$ cat config.mk
export PLATFORM = sky130hd
export DESIGN_NAME = spi_command_frame_decoder
export DESIGN_NICKNAME = d
export VERILOG_FILES = /design/src/rtl/scfd_pkg.sv /design/src/rtl/scfd_in_stage.sv /design/src/rtl/scfd_decode.sv /design/src/rtl/scfd_out_stage.sv /design/src/rtl/spi_command_frame_decoder.sv
export SDC_FILE = /design/constraint.sdc
export NUM_CORES = 1
export LEC_CHECK = 0
export BUFFER_PORTS_ARGS = -buffer_cell sky130_fd_sc_hd__buf_2
export CELL_PAD_IN_SITES_DETAIL_PLACEMENT = 1
export CELL_PAD_IN_SITES_GLOBAL_PLACEMENT = 1
export CORE_UTILIZATION = 52
export CTS_BUF_LIST = sky130_fd_sc_hd__clkbuf_8
export CTS_CLUSTER_SIZE = 8
export DETAILED_ROUTE_END_ITERATION = 7
export GPL_TIMING_DRIVEN = 0
export PLACE_DENSITY_LB_ADDON = 0.2
export SETUP_SLACK_MARGIN = 0.3
export SKIP_CTS_REPAIR_TIMING = 1
export SKIP_LAST_GASP = 1
export SLEW_MARGIN = 20
export SYNTH_ARGS = -nofsm -noshare
export SYNTH_HDL_FRONTEND = slang
export SYNTH_HIERARCHICAL = 1
export SYNTH_SLANG_ARGS = --single-unit
$ cat constraint.sdc
create_clock -name clk -period 4 [get_ports clk]
set_input_delay 0 -clock clk [delete_from_list [all_inputs] [get_ports clk]]
set_output_delay 0 -clock clk [all_outputs]
set_load 0.005 [all_outputs]
$ cat src/rtl/scfd_pkg.sv
// scfd_pkg: shared types and constants of the command frame decoder
// no dependencies; used by every module under rtl
package scfd_pkg;

    localparam int unsigned ADDR_W  = 24;
    localparam int unsigned LEN_W   = 16;
    localparam int unsigned REG_W   = 7;
    localparam int unsigned SPACE_W = 3;

    localparam logic [7:0] OP_TRANSFER = 8'h7F;

    // bit positions of the transfer sub0 byte
    localparam int unsigned SUB0_DIR_BIT   = 0;
    localparam int unsigned SUB0_SPACE_LSB = 1;
    localparam int unsigned SUB0_INC_BIT   = 4;

    typedef enum logic [3:0] {
        PH_IDLE   = 4'd0,
        PH_REGVAL = 4'd1,
        PH_SUB0   = 4'd2,
        PH_ADDR0  = 4'd3,
        PH_ADDR1  = 4'd4,
        PH_ADDR2  = 4'd5,
        PH_LEN0   = 4'd6,
        PH_LEN1   = 4'd7,
        PH_DUMMY  = 4'd8,
        PH_DATA   = 4'd9,
        PH_DONE   = 4'd10
    } phase_t;

    typedef enum logic [2:0] {
        KIND_NONE      = 3'd0,
        KIND_REG_READ  = 3'd1,
        KIND_REG_WRITE = 3'd2,
        KIND_MEM_READ  = 3'd3,
        KIND_MEM_WRITE = 3'd4
    } access_kind_t;

    typedef struct packed {
        logic       frame_start;
        logic [7:0] rx_byte;
    } in_word_t;

    typedef struct packed {
        access_kind_t       kind;
        logic [SPACE_W-1:0] space;
        logic [ADDR_W-1:0]  address;
        logic [7:0]         wval;
        logic               last;
    } result_t;

endpackage

$ cat src/rtl/scfd_in_stage.sv
// scfd_in_stage: input register holding one received word
// depends on scfd_pkg
module scfd_in_stage
(
    input  logic              clk,
    input  logic              rst_n,
    input  logic              in_valid,
    output logic              in_ready,
    input  scfd_pkg::in_word_t in_word,
    output logic              s1_valid,
    input  logic              s1_ready,
    output scfd_pkg::in_word_t s1_word
);

    logic               valid_reg;
    logic               valid_next;
    scfd_pkg::in_word_t word_reg;

    assign in_ready = !valid_reg || s1_ready;

    always_comb
    begin
        valid_next = valid_reg;
        if (in_ready)
        begin
            valid_next = in_valid;
        end
    end

    always_ff @(posedge clk or negedge rst_n)
    begin
        if (!rst_n)
        begin
            valid_reg <= 1'b0;
        end
        else
        begin
            valid_reg <= valid_next;
        end
    end

    always_ff @(posedge clk)
    begin
        if (in_valid && in_ready)
        begin
            word_reg <= in_word;
        end
    end

    assign s1_valid = valid_reg;
    assign s1_word  = word_reg;

endmodule

$ cat src/rtl/scfd_decode.sv
// scfd_decode: frame phase machine and transfer context, one word per step
// depends on scfd_pkg
module scfd_decode
(
    input  logic               clk,
    input  logic               rst_n,
    input  logic               step,
    input  scfd_pkg::in_word_t word,
    output scfd_pkg::result_t  res
);

    scfd_pkg::phase_t                 phase_reg, phase_next;
    logic [scfd_pkg::REG_W-1:0]       reg_index_reg, reg_index_next;
    logic [scfd_pkg::SPACE_W-1:0]     space_reg, space_next;
    logic                             is_read_reg, is_read_next;
    logic                             incr_reg, incr_next;
    logic [scfd_pkg::ADDR_W-1:0]      addr_reg, addr_next;
    logic [scfd_pkg::LEN_W-1:0]       left_reg, left_next;

    logic [7:0] b;
    logic       data_hit;

    assign b        = word.rx_byte;
    assign data_hit = !word.frame_start && (phase_reg == scfd_pkg::PH_DATA) && (left_reg != '0);

    // next state
    always_comb
    begin
        phase_next     = phase_reg;
        reg_index_next = reg_index_reg;
        space_next     = space_reg;
        is_read_next   = is_read_reg;
        incr_next      = incr_reg;
        addr_next      = addr_reg;
        left_next      = left_reg;
        if (word.frame_start)
        begin
            if (b[7])
            begin
                reg_index_next = b[scfd_pkg::REG_W-1:0];
                phase_next     = scfd_pkg::PH_DONE;
            end
            else if (b == scfd_pkg::OP_TRANSFER)
            begin
                phase_next = scfd_pkg::PH_SUB0;
            end
            else
            begin
                reg_index_next = b[scfd_pkg::REG_W-1:0];
                phase_next     = scfd_pkg::PH_REGVAL;
            end
        end
        else
        begin
            case (phase_reg)
                scfd_pkg::PH_REGVAL:
                begin
                    phase_next = scfd_pkg::PH_DONE;
                end
                scfd_pkg::PH_SUB0:
                begin
                    is_read_next = b[scfd_pkg::SUB0_DIR_BIT];
                    space_next   = b[scfd_pkg::SUB0_SPACE_LSB +: scfd_pkg::SPACE_W];
                    incr_next    = b[scfd_pkg::SUB0_INC_BIT];
                    phase_next   = scfd_pkg::PH_ADDR0;
                end
                scfd_pkg::PH_ADDR0:
                begin
                    addr_next[7:0] = b;
                    phase_next     = scfd_pkg::PH_ADDR1;
                end
                scfd_pkg::PH_ADDR1:
                begin
                    addr_next[15:8] = b;
                    phase_next      = scfd_pkg::PH_ADDR2;
                end
                scfd_pkg::PH_ADDR2:
                begin
                    addr_next[23:16] = b;
                    phase_next       = scfd_pkg::PH_LEN0;
                end
                scfd_pkg::PH_LEN0:
                begin
                    left_next[7:0] = b;
                    phase_next     = scfd_pkg::PH_LEN1;
                end
                scfd_pkg::PH_LEN1:
                begin
                    left_next[15:8] = b;
                    phase_next      = is_read_reg ? scfd_pkg::PH_DUMMY : scfd_pkg::PH_DATA;
                end
                scfd_pkg::PH_DUMMY:
                begin
                    phase_next = scfd_pkg::PH_DATA;
                end
                scfd_pkg::PH_DATA:
                begin
                    if (left_reg != '0)
                    begin
                        left_next = left_reg - scfd_pkg::LEN_W'(1);
                        if (incr_reg)
                        begin
                            // 24-bit sum wraps on its own
                            addr_next = addr_reg + scfd_pkg::ADDR_W'(1);
                        end
                    end
                end
                default:
                begin
                    phase_next = phase_reg;
                end
            endcase
        end
    end

    // result of the current word
    always_comb
    begin
        res = '{kind: scfd_pkg::KIND_NONE, space: '0, address: '0, wval: '0, last: 1'b0};
        if (word.frame_start)
        begin
            if (b[7])
            begin
                res.kind    = scfd_pkg::KIND_REG_READ;
                res.address = scfd_pkg::ADDR_W'(b[scfd_pkg::REG_W-1:0]);
            end
        end
        else if (phase_reg == scfd_pkg::PH_REGVAL)
        begin
            res.kind    = scfd_pkg::KIND_REG_WRITE;
            res.address = scfd_pkg::ADDR_W'(reg_index_reg);
            res.wval    = b;
        end
        else if (data_hit)
        begin
            res.kind    = is_read_reg ? scfd_pkg::KIND_MEM_READ : scfd_pkg::KIND_MEM_WRITE;
            res.space   = space_reg;
            res.address = addr_reg;
            res.wval    = is_read_reg ? 8'h00 : b;
            res.last    = (left_reg == scfd_pkg::LEN_W'(1));
        end
    end

    always_ff @(posedge clk or negedge rst_n)
    begin
        if (!rst_n)
        begin
            phase_reg     <= scfd_pkg::PH_IDLE;
            reg_index_reg <= '0;
            space_reg     <= '0;
            is_read_reg   <= 1'b0;
            incr_reg      <= 1'b0;
            addr_reg      <= '0;
            left_reg      <= '0;
        end
        else if (step)
        begin
            phase_reg     <= phase_next;
            reg_index_reg <= reg_index_next;
            space_reg     <= space_next;
            is_read_reg   <= is_read_next;
            incr_reg      <= incr_next;
            addr_reg      <= addr_next;
            left_reg      <= left_next;
        end
    end

    // a memory access consumes exactly one count
    assert property (@(posedge clk) disable iff (!rst_n)
        step && data_hit |=> left_reg == $past(left_reg) - scfd_pkg::LEN_W'(1))
        else $error("byte count did not step on a data access");

    // memory accesses only come out of the data phase
    assert property (@(posedge clk) disable iff (!rst_n)
        (res.kind == scfd_pkg::KIND_MEM_READ || res.kind == scfd_pkg::KIND_MEM_WRITE)
        |-> phase_reg == scfd_pkg::PH_DATA && !word.frame_start)
        else $error("memory access outside data phase");

    // count never moves outside the length and data phases
    assert property (@(posedge clk) disable iff (!rst_n)
        step && !word.frame_start && phase_reg != scfd_pkg::PH_DATA
        && phase_reg != scfd_pkg::PH_LEN0 && phase_reg != scfd_pkg::PH_LEN1
        |=> $stable(left_reg))
        else $error("byte count changed outside its phases");

endmodule

$ cat src/rtl/scfd_out_stage.sv
// scfd_out_stage: result register with valid/ready toward the consumer
// depends on scfd_pkg
module scfd_out_stage
(
    input  logic              clk,
    input  logic              rst_n,
    input  logic              load,
    output logic              load_ready,
    input  scfd_pkg::result_t res,
    output logic              out_valid,
    input  logic              out_ready,
    output scfd_pkg::result_t out_res
);

    logic              valid_reg;
    logic              valid_next;
    scfd_pkg::result_t res_reg;

    assign load_ready = !valid_reg || out_ready;

    always_comb
    begin
        valid_next = valid_reg;
        if (load_ready)
        begin
            valid_next = load;
        end
    end

    always_ff @(posedge clk or negedge rst_n)
    begin
        if (!rst_n)
        begin
            valid_reg <= 1'b0;
        end
        else
        begin
            valid_reg <= valid_next;
        end
    end

    always_ff @(posedge clk)
    begin
        if (load && load_ready)
        begin
            res_reg <= res;
        end
    end

    assign out_valid = valid_reg;
    assign out_res   = res_reg;

endmodule

$ cat src/rtl/spi_command_frame_decoder.sv
// spi_command_frame_decoder: target-side decoder of chip-select-framed commands
// path: word registered in scfd_in_stage, decoded combinationally, result registered in scfd_out_stage
// throughput: one word per cycle while out_ready stays high; every word gives exactly one result word
// reset: rst_n async active low; frame phase idle, transfer context zero, both stages empty
// depends on scfd_pkg, scfd_in_stage, scfd_decode, scfd_out_stage
module spi_command_frame_decoder
(
    input  logic        clk,
    input  logic        rst_n,
    input  logic        in_valid,
    output logic        in_ready,
    input  logic        frame_start,
    input  logic [7:0]  rx_byte,
    output logic        out_valid,
    input  logic        out_ready,
    output logic [2:0]  access_kind,
    output logic [2:0]  access_space,
    output logic [23:0] access_address,
    output logic [7:0]  write_value,
    output logic        transfer_last
);

    scfd_pkg::in_word_t in_word;
    scfd_pkg::in_word_t s1_word;
    scfd_pkg::result_t  res;
    scfd_pkg::result_t  out_res;
    logic               s1_valid;
    logic               s1_ready;
    logic               step;

    assign in_word.frame_start = frame_start;
    assign in_word.rx_byte     = rx_byte;

    scfd_in_stage u_in
    (
        .clk      (clk),
        .rst_n    (rst_n),
        .in_valid (in_valid),
        .in_ready (in_ready),
        .in_word  (in_word),
        .s1_valid (s1_valid),
        .s1_ready (s1_ready),
        .s1_word  (s1_word)
    );

    assign step = s1_valid && s1_ready;

    scfd_decode u_dec
    (
        .clk   (clk),
        .rst_n (rst_n),
        .step  (step),
        .word  (s1_word),
        .res   (res)
    );

    scfd_out_stage u_out
    (
        .clk        (clk),
        .rst_n      (rst_n),
        .load       (s1_valid),
        .load_ready (s1_ready),
        .res        (res),
        .out_valid  (out_valid),
        .out_ready  (out_ready),
        .out_res    (out_res)
    );

    assign access_kind    = out_res.kind;
    assign access_space   = out_res.space;
    assign access_address = out_res.address;
    assign write_value    = out_res.wval;
    assign transfer_last  = out_res.last;

endmodule
Word-level counts from Yosys, hierarchy flattened
Cells that the tools add are included.
- register bits: 106
- input bits: 13
- output and inout port bits: 41
- logic and storage cells: 86
- add/sub/neg operators: 2
- equal/unequal tests: 14
- mux-type cells: 24
- bitwise logic cells: 2
- reduce and logical (&&, ||, !) cells: 25
- operators by type and width (kind ; count):
    8-bit one-hot mux with 2 select lines ; 5
    24-bit 2-to-1 mux ; 3
    39-bit 2-to-1 mux ; 1
    32-bit 2-to-1 mux ; 1
    4-bit one-hot mux with 8 select lines ; 1
    24-bit by 1-bit adder with 24-bit output (second input constant) ; 1
    7-bit 2-to-1 mux ; 3
    16-bit by 1-bit == test with 1-bit output (second input constant) ; 1
    4-bit by 3-bit == test with 1-bit output (second input constant) ; 4
    16-bit 2-to-1 mux ; 1
    16-bit nonzero test ; 1
    16-bit by 1-bit subtractor with 16-bit output (second input constant) ; 1
    5-bit AND reduction ; 3
    2-bit nonzero test ; 5
    3-bit 2-to-1 mux ; 3
    9-bit nonzero test ; 1
    4-bit by 2-bit == test with 1-bit output (second input constant) ; 2
    4-bit == test (second input constant) ; 2
    8-bit by 7-bit == test with 1-bit output (second input constant) ; 1
    4-bit 2-to-1 mux ; 2
    8-bit 2-to-1 mux ; 1
    4-bit AND reduction ; 2
    3-bit AND reduction ; 2
    4-bit by 1-bit == test with 1-bit output (second input constant) ; 1
    10 further kinds ; 19

Longest topological paths before layout
- word-level depth: 6
- mapped depth: 9

By module
The synthesis kept the hierarchy.
- modules (own cells, without submodules) (module ; instances ; cells each ; area each (um2) ; sequential area each (um2)):
    scfd_decode ; 1 ; 436 ; 3802.4 ; 1401.3
    scfd_out_stage ; 1 ; 43 ; 1224.9 ; 1196.1
    scfd_in_stage ; 1 ; 13 ; 324.1 ; 295.3
    spi_command_frame_decoder ; 1 ; 1 ; 6.3 ; 0.0

Worst setup path before layout
No wires, ideal clock.
- path kind: flip-flop to flip-flop
- from: register u_dec/left_reg[0] in the netlist's numbering
- to: register u_out.res_reg, in the netlist u_out/out_res[1] (data pin)
- library setup time: 0.255 ns
- arrival time: 1.850 ns
- data required time: 3.745 ns
- setup slack: 1.895 ns
- stages on the path, launching flop included: 9
- path buffers: 1
- clock period less this slack: 2.105 ns
- cells stage by stage: dfrtp_1 inv_1 ha_1 nor4b_1 nand4_2 buf_6 and3b_1 or2_4 and2_1
- longest elaborated chain between the ends: 4
- ends and longest elaborated chain (item ; line ; source):
    from (decl) ; scfd_decode.sv:18 ; logic [scfd_pkg::LEN_W-1:0] left_reg, left_next;
    from (signal assigned) ; scfd_decode.sv:164 ; left_reg <= left_next;
    16-bit nonzero test ; scfd_decode.sv:24 ; assign data_hit = !word.frame_start && (phase_reg == scfd_pkg::PH_DATA) && (left_reg != '0);
    1-bit logical AND ; scfd_decode.sv:24 ;
    39-bit 2-to-1 mux ; scfd_decode.sv:134 ; else if (data_hit)
    32-bit 2-to-1 mux ; scfd_decode.sv:128 ; else if (phase_reg == scfd_pkg::PH_REGVAL)
    to (signal assigned) ; scfd_out_stage.sv:46 ; res_reg <= res;
    to (decl) ; scfd_out_stage.sv:17 ; scfd_pkg::result_t res_reg;
No other way between the ends.
A chain may end at the register's enable or synchronous reset.

Worst setup path after layout
- from: register u_dec.phase_reg[1]
- to: register u_dec/addr_reg[17] in the netlist's numbering
- longest elaborated chain between the ends: 3
- elaborated cells between the ends (all ways): 7
- those cells by class: 4 x eq/ne; 1 x mux; 2 x reduce/logical
- ends and longest elaborated chain (item ; line ; source):
    from (decl) ; scfd_decode.sv:12 ; scfd_pkg::phase_t phase_reg, phase_next;
    from (signal assigned) ; scfd_decode.sv:148 ; phase_reg <= scfd_pkg::PH_IDLE;
    from (signal assigned) ; scfd_decode.sv:158 ; phase_reg <= phase_next;
    4-bit == test or 4-bit by 3-bit == test with 1-bit output (tied branches) ; scfd_decode.sv:55 ; case (phase_reg)
    2-bit by 1-bit != test with 1-bit output (no source line) (tied with other cells) ; n/a ;
    5-bit AND reduction (no source line) ; n/a ;
    to (signal assigned) ; scfd_decode.sv:163 ; addr_reg <= addr_next;
    to (decl) ; scfd_decode.sv:17 ; logic [scfd_pkg::ADDR_W-1:0] addr_reg, addr_next;
Several ways; a longest one is shown, not always the timed one.

==> summary.md <==
| Metric | Value |
|---|---|
| Max stage delay cell, worst path | clkbuf_1 |
| Syn_nets | 510 |
| First-pass GRT wire length | 25100 um |
| Logic pwr share | 31.3% |
| FMAX | 396 MHz |
| Post-DRT Antenna Nets | 0 |
| Final setup fails | 0 |
| Fin nets | 586 |
| Initial antenna violation count | 0 |
| Post-Synth Adder-Cell Area | 0.934% |
| Final critical-path share of the clock period | 63.1% |
| Max-cap check violation count | 0 |
| CTS Root Cell | clkbuf_8 |
| Crit. End Element | register |
| WL final | 15700 um |
| GPL Wtd Cong | 0.892 |
| Post-synth top flop | dfrtp_1 |
| Port Buf Inserts | 53 |
| Hpwl dp | 10700 um |
| Post-Synth Simple-Gate Area | 19.0% |
| TritonCTS clock tree | yes |
| Layout cells sized above 1 | 17.9% |
| Layout Skew | 0.0116 ns |
| Yosys reg bits | 106 |
| Gr ovfl total | 0 |
| Row cnt | 36 |
| Worst Path Buf+Inv | 2 |
| Largest family of logic cells by synthesized area | compound AO/OA/AOI/OAI gates |
| CP Data Required Time | 4.26 ns |
| Chip Width | 104 um |
| Vias in the first global route | 4700 |
| Peak VDD IR | 294 uV |
| Clock Power Share | 18.4% |
| Die height | 104 um |
| CP Data Arrival Time | 2.78 ns |
| Hold Crit Class | input pin to asynchronous set/reset pin |
| Warnings, synthesis | 6 |
| Unrepaired setup endpoints after global routing | false |
| Async set-or-reset flop fraction in the synthesized netlist | 54.7% |
| Startpoint Class | register |
| Synth Area per Inst | 10.9 um^2 |
| Top cells by area, synth | dfrtp_1 27%, edfxtp_1 27%, o22a_1 4.6% |
| Post-Synthesis Cells | 493 |
| Most frequent cells after synthesis | 58 x dfrtp_1, 48 x edfxtp_1, 42 x a21oi_1 |
| Placed cell count | 679 |
| Critical Setup Path Class | register to register |
| Top-count cell post-synth | dfrtp_1 |
| Via density | 6.53 |
| CP max stage delay | 0.54 ns |
| Setup WS post-layout | 1.48 ns |
| Switching share of power | 38.5% |
| Leakage | 0.00257 uW |
| Synthesized area | 5360 um^2 |
| Status | finished, final reports clean |
| Critical-path cell list | nand2b_1 -> nor2_1 -> clkbuf_1 -> clkbuf_1 -> a21oi_1 -> o22a_1 |
| N_diodes | 0 |
| Post-synth EDFFs | 48 |
| CTS sink count | 106 |
| Vias | 4614 |
| Cell taking the most area after synthesis | dfrtp_1 |
| Slew Limit Fails | 0 |
| Post-route design area | 6100 um^2 |
| Min Hold Slack | 0.241 ns |
| Rel. slew slack | 39.6% |
| Register area share after synthesis | 54.0% |
| DR iter-0 viols | 379 |
| DP Worst Slack | 1.53 ns |
| Total track usage | 30.1% |
| Worst path top cell family by delay | buffers and inverters |
| Core area | 9860 um^2 |
| Internal | 2180 uW |
| Area share of the largest cell type after synthesis | 27.1% |
| R2R Setup Slk | 1.48 ns |
| CP Max Fanout | 10 |
| Power Dens Cells | 581 nW/um^2 |
| Post-synthesis mux area share | 2.52% |
| Synth-to-layout area growth | 13.8% |
| Max reg flops | 39 |
| Setup tns final | 0 ns |
| Avg WL per Cell | 22.2 um |
| Clk pin slew, worst setup/hold paths | 0.10 ns |
| Post-synthesis xor/xnor area fraction | 0.327% |
| Post-DP Area | 5790 um^2 |
| Flop pwr share | 50.3% |
| Number of H-tree levels | 3 |
| Non-filler cells, final | 707 |
| Clk buf depth | 2 |
| Die area | 10700 um^2 |
| Worst-margin pin slew | 0.898 ns |
| Unique cell type count in the Yosys netlist | 68 |
| Hold Vio Cnt, Final | 0 |
| Tmin final | 2.52 ns |
| CTS Buf Count | 9 |
| Most frequent cell on the critical path | clkbuf_1 |
| Worst-Skew Late Latency | 0.37 ns |
| Initial core utilization | 54.3% |
| Drc violations | 0 |
| TritonRoute pass-1 iters | 5 |
| Synth Area in Compound Gates | 19.9% |
| I/O Pins | 54 |
| Sw power | 1370 uW |
| Largest net degree at the start of global routing | 59 |
[final timing paths]
kind | startpoint | to | cells after the start
max | u_dec/phase_reg[1]$_DFFE_PN0P_ | u_dec/addr_reg[17]$_DFFE_PN0P_ | 6
min | rst_n | u_dec/addr_reg[20]$_DFFE_PN0P_ | 2
max reg2reg | u_dec/phase_reg[1]$_DFFE_PN0P_ | u_dec/addr_reg[17]$_DFFE_PN0P_ | 6
min reg2reg | u_dec/space_reg[1]$_DFFE_PN0P_ | u_dec/space_reg[1]$_DFFE_PN0P_ | 1
max in group asynchronous | rst_n | u_dec/addr_reg[6]$_DFFE_PN0P_ | 2
min in group clk | rx_byte[2] | u_in/s1_word[2]$_DFFE_PP_ | 2
[metrics by stage]
stage               util (%)  total power [uW]
floorplan                  -              2450
CTS                     60.6              3510
global route            61.8              3730
global placement        58.7              2760
finish                  61.8              3540
detailed placement      58.7              2860
[cell type report]
type | instances | area [um^2]
plain buffers | 34 | 156
clock buffers | 9 | 124
clock inverters | 7 | 63.8
fillers | 1097 | 3760
inverters | 6 | 22.5
multi-input cells | 347 | 2290
flip-flops and latches | 106 | 2890
well taps | 133 | 166
repair buffers | 65 | 388
[routing by layer]
layer	part of all wire, %	vias to the layer above	GRT usage (%)
met5	0	-	0
met4	3.3	0	14.1
met3	6.8	51	4.85
met2	51	227	50.7
met1	39	2298	38.1
li1	-	2038	-
[cell usage in the layout (no fill, tap or decap), types with 4 or more instances in the layout]
master and n:
mux2_1 4, a31oi_1 16, o21a_1 4, nand2_1 27, o22a_1 28, edfxtp_1 48
clkbuf_8 9, dlygate4sd3_1 12, nor2_1 37, nand2b_1 7, and3_1 29, nor3_1 12
a2bb2oi_1 4, mux2_2 8, and2_1 11, a41oi_1 8, a32oi_1 7, o21ai_1 9
dfrtp_1 58, clkbuf_1 22, a21oi_1 42, o21ai_0 6, nand3_1 19, nand4_1 6
buf_2 60, ha_1 4, inv_1 8
[cells by family after synthesis]
logic type / after synthesis
simple gates: 179
compound gates: 150
flops: 106
buf+inv: 40
mux: 12
fa+ha+maj: 4
xor+xnor: 2
[power groups by stage]
stage | Clock, uW | Combinational [uW] | Sequential (uW)
final | 651 | 1110 | 1780
after global routing | 702 | 1210 | 1820
after CTS | 658 | 1080 | 1770
after detailed placement | 0 | 1070 | 1790
after global placement | 0 | 1000 | 1760
after floorplan | 0 | 766 | 1690
Note: power is estimated with default switching activity, not from simulation.
